## src/hw/rtl/gptchk_pkg.sv

```systemverilog
`timescale 1ns / 1ps
// Shared definitions for the GPT header and entry-array checker:
// verdict codes, header constants, byte-wide CRC-32 step and signature table.
// No dependencies.
package gptchk_pkg;

	localparam int unsigned DEF_MAX_SECTOR_BYTES = 4096;
	localparam int unsigned SECTOR_W             = 13;
	localparam logic [SECTOR_W-1:0] SECTOR_RESET = 13'd512;

	localparam logic [31:0] CRC_POLY     = 32'hEDB8_8320;
	localparam logic [31:0] ALL_ONES     = 32'hFFFF_FFFF;
	localparam logic [31:0] GPT_REVISION = 32'h0001_0000;
	localparam logic [31:0] MIN_HDR_SIZE = 32'd92;

	typedef enum logic [2:0] {
		ST_OK        = 3'd0,
		ST_SIGNATURE = 3'd1,
		ST_REVISION  = 3'd2,
		ST_SIZE      = 3'd3,
		ST_MY_LBA    = 3'd4,
		ST_HDR_CRC   = 3'd5,
		ST_ENTRY_CRC = 3'd6,
		ST_NO_HDR    = 3'd7
	} gpt_status_t;

	// Reflected CRC-32 update by one byte, LSB first.
	function automatic logic [31:0] crc_byte(input logic [31:0] c_in, input logic [7:0] b);
		logic [31:0] c;
		c = c_in ^ {24'd0, b};
		for (int k = 0; k < 8; k++) begin
			c = c[0] ? ((c >> 1) ^ CRC_POLY) : (c >> 1);
		end
		return c;
	endfunction

	// "EFI PART", byte by byte.
	function automatic logic [7:0] sig_char(input logic [2:0] idx);
		logic [7:0] ch;
		unique case (idx)
			3'd0: ch = 8'h45;
			3'd1: ch = 8'h46;
			3'd2: ch = 8'h49;
			3'd3: ch = 8'h20;
			3'd4: ch = 8'h50;
			3'd5: ch = 8'h41;
			3'd6: ch = 8'h52;
			default: ch = 8'h54;
		endcase
		return ch;
	endfunction

endpackage

```

## src/hw/rtl/gpt_header_crc_checker_unit.sv

```systemverilog
`timescale 1ns / 1ps
// GPT header and partition-entry-array checker with streaming CRC-32.
// Depends on gptchk_pkg (status codes, constants, CRC step, signature table).
//
// Channel   Dir  Handshake                   Contents
// s_axis    in   s_axis_tvalid/s_axis_tready tdata: data_byte; tuser: req_type; tlast: last
// m_axis    out  m_axis_tvalid/m_axis_tready tuser: phase; tdata: status, lba, count, size
// cfg       in   cfg_we (no back-pressure)   cfg_wdata: sector_bytes
//
// One byte per cycle sustained. A request lands in the input register; from there
// the CRC step, field capture and verdict logic update the state and, on a last
// byte, load the result register. A non-last byte advances even when a result is
// stalled; only a last byte waits for the result register to drain. Reset
// (arst_n low) clears the checker state, sets sector_bytes to 512 and empties
// both registers.
module gpt_header_crc_checker_unit #(
	parameter int unsigned MAX_SECTOR_BYTES = gptchk_pkg::DEF_MAX_SECTOR_BYTES
) (
	input  logic                             clk,
	input  logic                             arst_n,
	// configuration: sector_bytes
	input  logic                             cfg_we,
	input  logic [gptchk_pkg::SECTOR_W-1:0]  cfg_wdata,
	// input requests
	input  logic                             s_axis_tvalid,
	output logic                             s_axis_tready,
	input  logic [7:0]                       s_axis_tdata,  // [7:0] data_byte
	input  logic                             s_axis_tuser,  // [0] req_type
	input  logic                             s_axis_tlast,  // [0] last
	// verdicts
	output logic                             m_axis_tvalid,
	input  logic                             m_axis_tready,
	// [2:0] status, [66:3] entry_array_lba, [98:67] entry_count,
	// [130:99] entry_size, [135:131] zero
	output logic [135:0]                     m_axis_tdata,
	output logic                             m_axis_tuser   // [0] phase
);
	import gptchk_pkg::*;

	// ---------------------------------------------------------------- config
	logic [SECTOR_W-1:0] sector_q;

	always_ff @(posedge clk or negedge arst_n) begin
		if (!arst_n) begin
			sector_q <= SECTOR_RESET;
		end else if (cfg_we) begin
			sector_q <= cfg_wdata;
		end
	end

	// ---------------------------------------------------------- input stage
	logic       valid_s1;
	logic       req_s1;
	logic [7:0] byte_s1;
	logic       last_s1;
	logic       adv_s1;
	logic       valid_s2;

	// A last byte needs a free result slot; any other byte moves on.
	assign adv_s1        = valid_s1 && (!last_s1 || !valid_s2 || m_axis_tready);
	assign s_axis_tready = !valid_s1 || adv_s1;

	always_ff @(posedge clk or negedge arst_n) begin
		if (!arst_n) begin
			valid_s1 <= 1'b0;
		end else if (s_axis_tready) begin
			valid_s1 <= s_axis_tvalid;
		end
	end

	always_ff @(posedge clk) begin
		if (s_axis_tready && s_axis_tvalid) begin
			req_s1  <= s_axis_tuser;
			byte_s1 <= s_axis_tdata;
			last_s1 <= s_axis_tlast;
		end
	end

	// ------------------------------------------------------- checker state
	logic [31:0] crc_q, idx_q, rev_q, hlen_q, hcrc_q, count_q, esize_q, acrc_q;
	logic [63:0] own_lba_q, arr_lba_q;
	logic        sig_ok_q, hdr_good_q;

	logic [31:0] nx_crc, nx_idx, nx_rev, nx_hlen, nx_hcrc, nx_count, nx_esize, nx_acrc;
	logic [63:0] nx_own_lba, nx_arr_lba;
	logic        nx_sig_ok, nx_hdr_good;

	logic [31:0] total;     // count * size, wrapped to 32 bits
	logic [31:0] limit;
	logic [32:0] n_bytes;   // bytes seen including this one
	logic [31:0] crc_fin;
	logic [7:0]  crc_data;
	gpt_status_t verdict;

	assign total   = count_q * esize_q;
	assign n_bytes = {1'b0, idx_q} + 33'd1;
	assign limit   = (32'(sector_q) < 32'(MAX_SECTOR_BYTES)) ? 32'(sector_q)
	                                                       : 32'(MAX_SECTOR_BYTES);

	// Field capture and CRC step for the byte in the input register.
	always_comb begin
		nx_crc      = crc_q;
		nx_rev      = rev_q;
		nx_hlen     = hlen_q;
		nx_hcrc     = hcrc_q;
		nx_own_lba  = own_lba_q;
		nx_arr_lba  = arr_lba_q;
		nx_count    = count_q;
		nx_esize    = esize_q;
		nx_acrc     = acrc_q;
		nx_sig_ok   = sig_ok_q;
		nx_hdr_good = hdr_good_q;
		crc_data    = byte_s1;
		if (!req_s1) begin
			// Header start: drop everything captured from an earlier header.
			if (idx_q == 32'd0) begin
				nx_rev      = '0;
				nx_hlen     = '0;
				nx_hcrc     = '0;
				nx_own_lba  = '0;
				nx_arr_lba  = '0;
				nx_count    = '0;
				nx_esize    = '0;
				nx_acrc     = '0;
				nx_hdr_good = 1'b0;
				nx_sig_ok   = 1'b1;
			end
			if (idx_q < 32'd8) begin
				if (byte_s1 != sig_char(idx_q[2:0])) nx_sig_ok = 1'b0;
			end else if (idx_q < 32'd12) begin
				nx_rev[8*idx_q[1:0] +: 8] = byte_s1;
			end else if (idx_q < 32'd16) begin
				nx_hlen[8*idx_q[1:0] +: 8] = byte_s1;
			end else if (idx_q < 32'd20) begin
				nx_hcrc[8*idx_q[1:0] +: 8] = byte_s1;
			end else if (idx_q >= 32'd24 && idx_q < 32'd32) begin
				nx_own_lba[8*idx_q[2:0] +: 8] = byte_s1;
			end else if (idx_q >= 32'd72 && idx_q < 32'd80) begin
				nx_arr_lba[8*idx_q[2:0] +: 8] = byte_s1;
			end else if (idx_q >= 32'd80 && idx_q < 32'd84) begin
				nx_count[8*idx_q[1:0] +: 8] = byte_s1;
			end else if (idx_q >= 32'd84 && idx_q < 32'd88) begin
				nx_esize[8*idx_q[1:0] +: 8] = byte_s1;
			end else if (idx_q >= 32'd88 && idx_q < 32'd92) begin
				nx_acrc[8*idx_q[1:0] +: 8] = byte_s1;
			end
			// The stored header CRC bytes count as zero.
			if (idx_q >= 32'd16 && idx_q < 32'd20) crc_data = 8'd0;
			if (idx_q < 32'd16 || idx_q < nx_hlen) nx_crc = crc_byte(crc_q, crc_data);
		end else begin
			if (idx_q < total) nx_crc = crc_byte(crc_q, byte_s1);
		end
	end

	assign crc_fin = nx_crc ^ ALL_ONES;

	// Verdict on a last byte; header checks in order, first failure wins.
	always_comb begin
		verdict = ST_OK;
		if (!req_s1) begin
			priority if (!nx_sig_ok || n_bytes < 33'd8) begin
				verdict = ST_SIGNATURE;
			end else if (nx_rev != GPT_REVISION) begin
				verdict = ST_REVISION;
			end else if (nx_hlen < MIN_HDR_SIZE || nx_hlen > limit) begin
				verdict = ST_SIZE;
			end else if (nx_own_lba != 64'd1) begin
				verdict = ST_MY_LBA;
			end else if (n_bytes < {1'b0, nx_hlen} || crc_fin != nx_hcrc) begin
				verdict = ST_HDR_CRC;
			end else begin
				verdict = ST_OK;
			end
		end else begin
			priority if (!hdr_good_q) begin
				verdict = ST_NO_HDR;
			end else if (n_bytes < {1'b0, total} || crc_fin != acrc_q) begin
				verdict = ST_ENTRY_CRC;
			end else begin
				verdict = ST_OK;
			end
		end
	end

	assign nx_idx = (idx_q == ALL_ONES) ? idx_q : idx_q + 32'd1;

	always_ff @(posedge clk or negedge arst_n) begin
		if (!arst_n) begin
			crc_q      <= ALL_ONES;
			idx_q      <= '0;
			sig_ok_q   <= 1'b1;
			rev_q      <= '0;
			hlen_q     <= '0;
			hcrc_q     <= '0;
			own_lba_q  <= '0;
			arr_lba_q  <= '0;
			count_q    <= '0;
			esize_q    <= '0;
			acrc_q     <= '0;
			hdr_good_q <= 1'b0;
		end else if (adv_s1) begin
			rev_q     <= nx_rev;
			hlen_q    <= nx_hlen;
			hcrc_q    <= nx_hcrc;
			own_lba_q <= nx_own_lba;
			arr_lba_q <= nx_arr_lba;
			count_q   <= nx_count;
			esize_q   <= nx_esize;
			acrc_q    <= nx_acrc;
			if (last_s1) begin
				// End of phase: rewind counter and CRC; a header sets header_good from its verdict, an entry array keeps it.
				crc_q      <= ALL_ONES;
				idx_q      <= '0;
				sig_ok_q   <= 1'b1;
				hdr_good_q <= req_s1 ? nx_hdr_good : (verdict == ST_OK);
			end else begin
				crc_q      <= nx_crc;
				idx_q      <= nx_idx;
				sig_ok_q   <= nx_sig_ok;
				hdr_good_q <= nx_hdr_good;
			end
		end
	end

	// ---------------------------------------------------------- result stage
	logic        phase_s2;
	gpt_status_t status_s2;
	logic [63:0] lba_s2;
	logic [31:0] count_s2, size_s2;

	always_ff @(posedge clk or negedge arst_n) begin
		if (!arst_n) begin
			valid_s2 <= 1'b0;
		end else if (adv_s1 && last_s1) begin
			valid_s2 <= 1'b1;
		end else if (m_axis_tready) begin
			valid_s2 <= 1'b0;
		end
	end

	always_ff @(posedge clk) begin
		if (adv_s1 && last_s1) begin
			phase_s2  <= req_s1;
			status_s2 <= verdict;
			lba_s2    <= nx_arr_lba;
			count_s2  <= nx_count;
			size_s2   <= nx_esize;
		end
	end

	assign m_axis_tvalid = valid_s2;
	assign m_axis_tuser  = phase_s2;
	assign m_axis_tdata  = {5'd0, size_s2, count_s2, lba_s2, status_s2};

	// ------------------------------------------------------------ assertions
	a_rewind: assert property (@(posedge clk) disable iff (!arst_n)
		(adv_s1 && last_s1) |=> (idx_q == 32'd0 && crc_q == ALL_ONES && sig_ok_q))
		else $error("phase end did not rewind index and CRC");

	a_result_loaded: assert property (@(posedge clk) disable iff (!arst_n)
		(adv_s1 && last_s1) |=> valid_s2)
		else $error("last byte advanced without a result");

	a_hdr_good: assert property (@(posedge clk) disable iff (!arst_n)
		(adv_s1 && last_s1 && !req_s1) |=> (hdr_good_q == (status_s2 == ST_OK)))
		else $error("header_good disagrees with header verdict");

	a_no_hdr_phase: assert property (@(posedge clk) disable iff (!arst_n)
		(valid_s2 && status_s2 == ST_NO_HDR) |-> phase_s2)
		else $error("no-header status on a header verdict");

endmodule

```

## config.mk

```make
export PLATFORM = sky130hd
export DESIGN_NAME = gpt_header_crc_checker_unit
export DESIGN_NICKNAME = d
export VERILOG_FILES = /design/src/hw/rtl/gptchk_pkg.sv /design/src/hw/rtl/gpt_header_crc_checker_unit.sv
export SDC_FILE = /design/constraint.sdc
export NUM_CORES = 2
export LEC_CHECK = 0
export BUFFER_PORTS_ARGS = -buffer_cell sky130_fd_sc_hd__buf_2
export CORE_UTILIZATION = 50
export CTS_CLUSTER_DIAMETER = 30
export DETAILED_ROUTE_END_ITERATION = 10
export PLACE_DENSITY = 0.67
export SYNTH_ARGS = -nofsm -noshare
export SYNTH_HDL_FRONTEND = slang
export SYNTH_SLANG_ARGS = --single-unit
```

## constraint.sdc

```tcl
create_clock -name clk -period 13.3 [get_ports clk]
set_clock_uncertainty 0.15 [all_clocks]
set_input_delay 3.325 -clock clk [delete_from_list [all_inputs] [get_ports clk]]
set_output_delay 3.325 -clock clk [all_outputs]
set_load 0.02 [all_outputs]
```

==> flow_metrics.tcl <==
set metrics [dict create \
    status "finished clean" \
    syn_area_sq_um 47600 \
    drt_iter0_drc 4552 \
    post_dp_cell_area_sq_um 49800 \
    grt_usage 0.352 \
    clk_path_buf_depth 3 \
    final.period_utilization 0.947 \
    clk_latency_ns 0.74 \
    cp.required_ns 13.57 \
    synthArstFlopShare 0.738 \
    grt_overflow 0 \
    fp.dieW_um 311 \
    drv_slew 0 \
    synthCells 5138 \
    p_leak_nw 24.9 \
    synthFlopType "dfrtp_1" \
    grt_max_degree 89 \
    cts.sinks 543 \
    hold_class "reg -> reg" \
    path_clk_slew_ns 0.05 \
    cp_max_fo 32 \
    ys_ff_latch 543 \
    yosys_warnings 0 \
    tightest_slew_ns 1.15 \
    die_area_sq_um 96500 \
    rsz0062_at_grt "no" \
    dp_cells 6371 \
    maxCapViolCount 0 \
    row_count 112 \
    io_buffers 161 \
    place.gp.congestion 1.05 \
    hold_buffers 0 \
    max_stage_delay_ns 1.02 \
    cts_tree "built" \
    synth_area_leader_cell "dfrtp_1" \
    arrival_ns 12.87 \
    hpwl_um 127000 \
    synthTopCellsByArea "dfrtp_1 (19%), fa_1 (17%), edfxtp_1 (9.0%)" \
    postCtsSetupBuffers 0 \
    synth-edff-count 142 \
    yosysTopAreaCellShare 0.193 \
    initial_core_util 0.507 \
    critical-path-slowest-cell "dfrtp_1" \
    vias 41100 \
    drtPass1Iterations 8 \
    fmax_mhz 79.4 \
    fin_area_sq_um 54500 \
    tns_ns 0 \
    setup_viol 0 \
    worstSetupEndpointType "flop" \
    ioPinCount 167 \
    fp.dieH_um 311 \
    cp_common_cell "fa_1" \
    netlist-cell-type-count 104 \
    drc_errors 0 \
    fin_cells 6625 \
    nets 5954 \
    netlist_top_cells_count "nand2_1 (817), inv_1 (533), fa_1 (408), dfrtp_1 (367), o21ai_0 (363)" \
    ant_nets 0 \
    routedWlPerCell_um 25.8 \
    final-hold-violation-count 0 \
    vias_per_cell 6.21 \
    synth.most_common_cell "nand2_1" \
    relSlewSlack 0.226 \
    synth.avg_cell_area_sq_um 9.27 \
    core_sq_um 93900 \
    p_per_area_nw_per_um2 142 \
    power.total_mw 7.74 \
    antenna_found_initial 8 \
    ctsRootBufferMaster "clkbuf_16" \
    ir_drop_v 0.000195 \
    grt_pass1_wl_um 257000 \
    startpoint_type "flop" \
    h-tree-depth 4 \
    drive_above_1_share 0.115 \
    wl_um 171000 \
    holdWs_ns 0.324 \
    cts-buffers-inserted 136 \
    fillers 8194 \
    critPathKind "reg -> reg" \
    grt_pass1_vias 40900 \
    synth_seq_area_share 0.301 \
    finalCriticalPeriod_ns 12.60 \
    syn_to_final_growth_pct 14.4 \
]
stage by stage:
step | setup slack, ns | utilization
2_1_floorplan | 2.78 | -
3_3_place_gp | 0.868 | 0.530
3_5_place_dp | 0.704 | 0.530
4_1_cts | 0.666 | 0.580
5_1_grt | 0.264 | 0.580
6_report | 0.701 | 0.581
state kept, by name, summed over array words and instances, names as in the netlist, 32 cells and up:
| signal | cells |
|---|---|
| rev_q | 32 |
| count_s2 | 32 |
| acrc_q | 32 |
| idx_q | 32 |
| arr_lba_q | 64 |
| esize_q | 32 |
| crc_q | 32 |
| hlen_q | 32 |
| hcrc_q | 32 |
| count_q | 32 |
| size_s2 | 32 |
| own_lba_q | 64 |
| lba_s2 | 64 |
worst paths after layout:
kind	to	slack, ns	start	cells after the start
min in group asynchronous	acrc_q[31]$_DFFE_PN0P_	2.44	arst_n	1
setup reg to reg	status_s2[0]$_DFFE_PP_	0.70	esize_q[2]$_DFFE_PN0P_	37
max in group asynchronous	arr_lba_q[50]$_DFFE_PN0P_	8.10	arst_n	3
hold reg to reg	own_lba_q[1]$_DFFE_PN0P_	0.32	own_lba_q[1]$_DFFE_PN0P_	2
hold / removal	own_lba_q[1]$_DFFE_PN0P_	0.32	own_lba_q[1]$_DFFE_PN0P_	2
setup / recovery	status_s2[0]$_DFFE_PP_	0.70	esize_q[2]$_DFFE_PN0P_	37
report_power, final:
part           total [mW]  internal [mW]  leakage (nW)  switching [mW]
sequential           1.92           1.81          6.96           0.104
clock                3.39           2.26          2.29            1.13
combinational        2.43          0.889          15.7            1.55
layout make-up:
class | count | area (sq um) | area share
Inverter | 537 | 2020 | 0.0371
Antenna cell | 5 | 12.5 | 0.000230
Timing Repair Buffer | 274 | 1660 | 0.0305
Multi-Input combinational cell | 3763 | 30200 | 0.553
Clock buffer | 167 | 3680 | 0.0676
Sequential cell | 543 | 14300 | 0.263
Clock inverter | 82 | 1050 | 0.0193
Tap cell | 1254 | 1570 | 0.0288
kinds of logic (layout without fill, tap and decap cells):
kind of cell    count (synthesis)  in the layout  synth area share
other cells                     1             10         0.0000787
compound gates               1017           1017             0.145
simple gates                 1681           1681             0.171
flops                         543            543             0.301
xor+xnor                      335            335            0.0634
buf+inv                       836           1060            0.0673
fa+ha+maj                     672            672             0.241
mux                            53             53            0.0118
per-layer routing:
metal / vias to the layer above / wire length (um) / global-route usage
met1: 20300 / 64700 / 0.450
met4: 6 / 11600 / 0.216
met5: - / 45 / 0
met2: 2482 / 75800 / 0.533
li1: 17700 / - / -
met3: 621 / 18600 / 0.0956
placed cells by master (no fill, tap or decap), drive strengths merged, types with 46 or more instances in the layout:
cell | netlist | final
and2 | 299 | 299
nand2 | 818 | 818
buf | 39 | 274
xnor2 | 211 | 211
dfrtp | 367 | 367
xor2 | 120 | 120
fa | 408 | 408
clkbuf | 260 | 167
ha | 263 | 263
nor2 | 166 | 166
a22o | 165 | 165
inv | 535 | 550
a21oi | 105 | 105
a32o | 46 | 46
nand4 | 66 | 66
o21ai | 394 | 394
nor3 | 49 | 49
edfxtp | 142 | 142
nor4 | 50 | 50
nand3 | 79 | 79
a22oi | 60 | 60
critical path, delay by kind of cell (launching register included):
kind | cells | cell delay (ns)
compound gates | 12 | 2.84
buf+inv | 6 | 0.67
xor+xnor | 1 | 0.28
mux | 1 | 0.56
fa+ha+maj | 10 | 4.93
simple gates | 7 | 1.84
flops | 1 | 1.02
repair_timing:
action,CTS,global route
setup endpoints to repair,0,1
hold endpoints to repair,0,0
resized for setup,0,3
No activity file was read; power rests on OpenSTA's default activity.
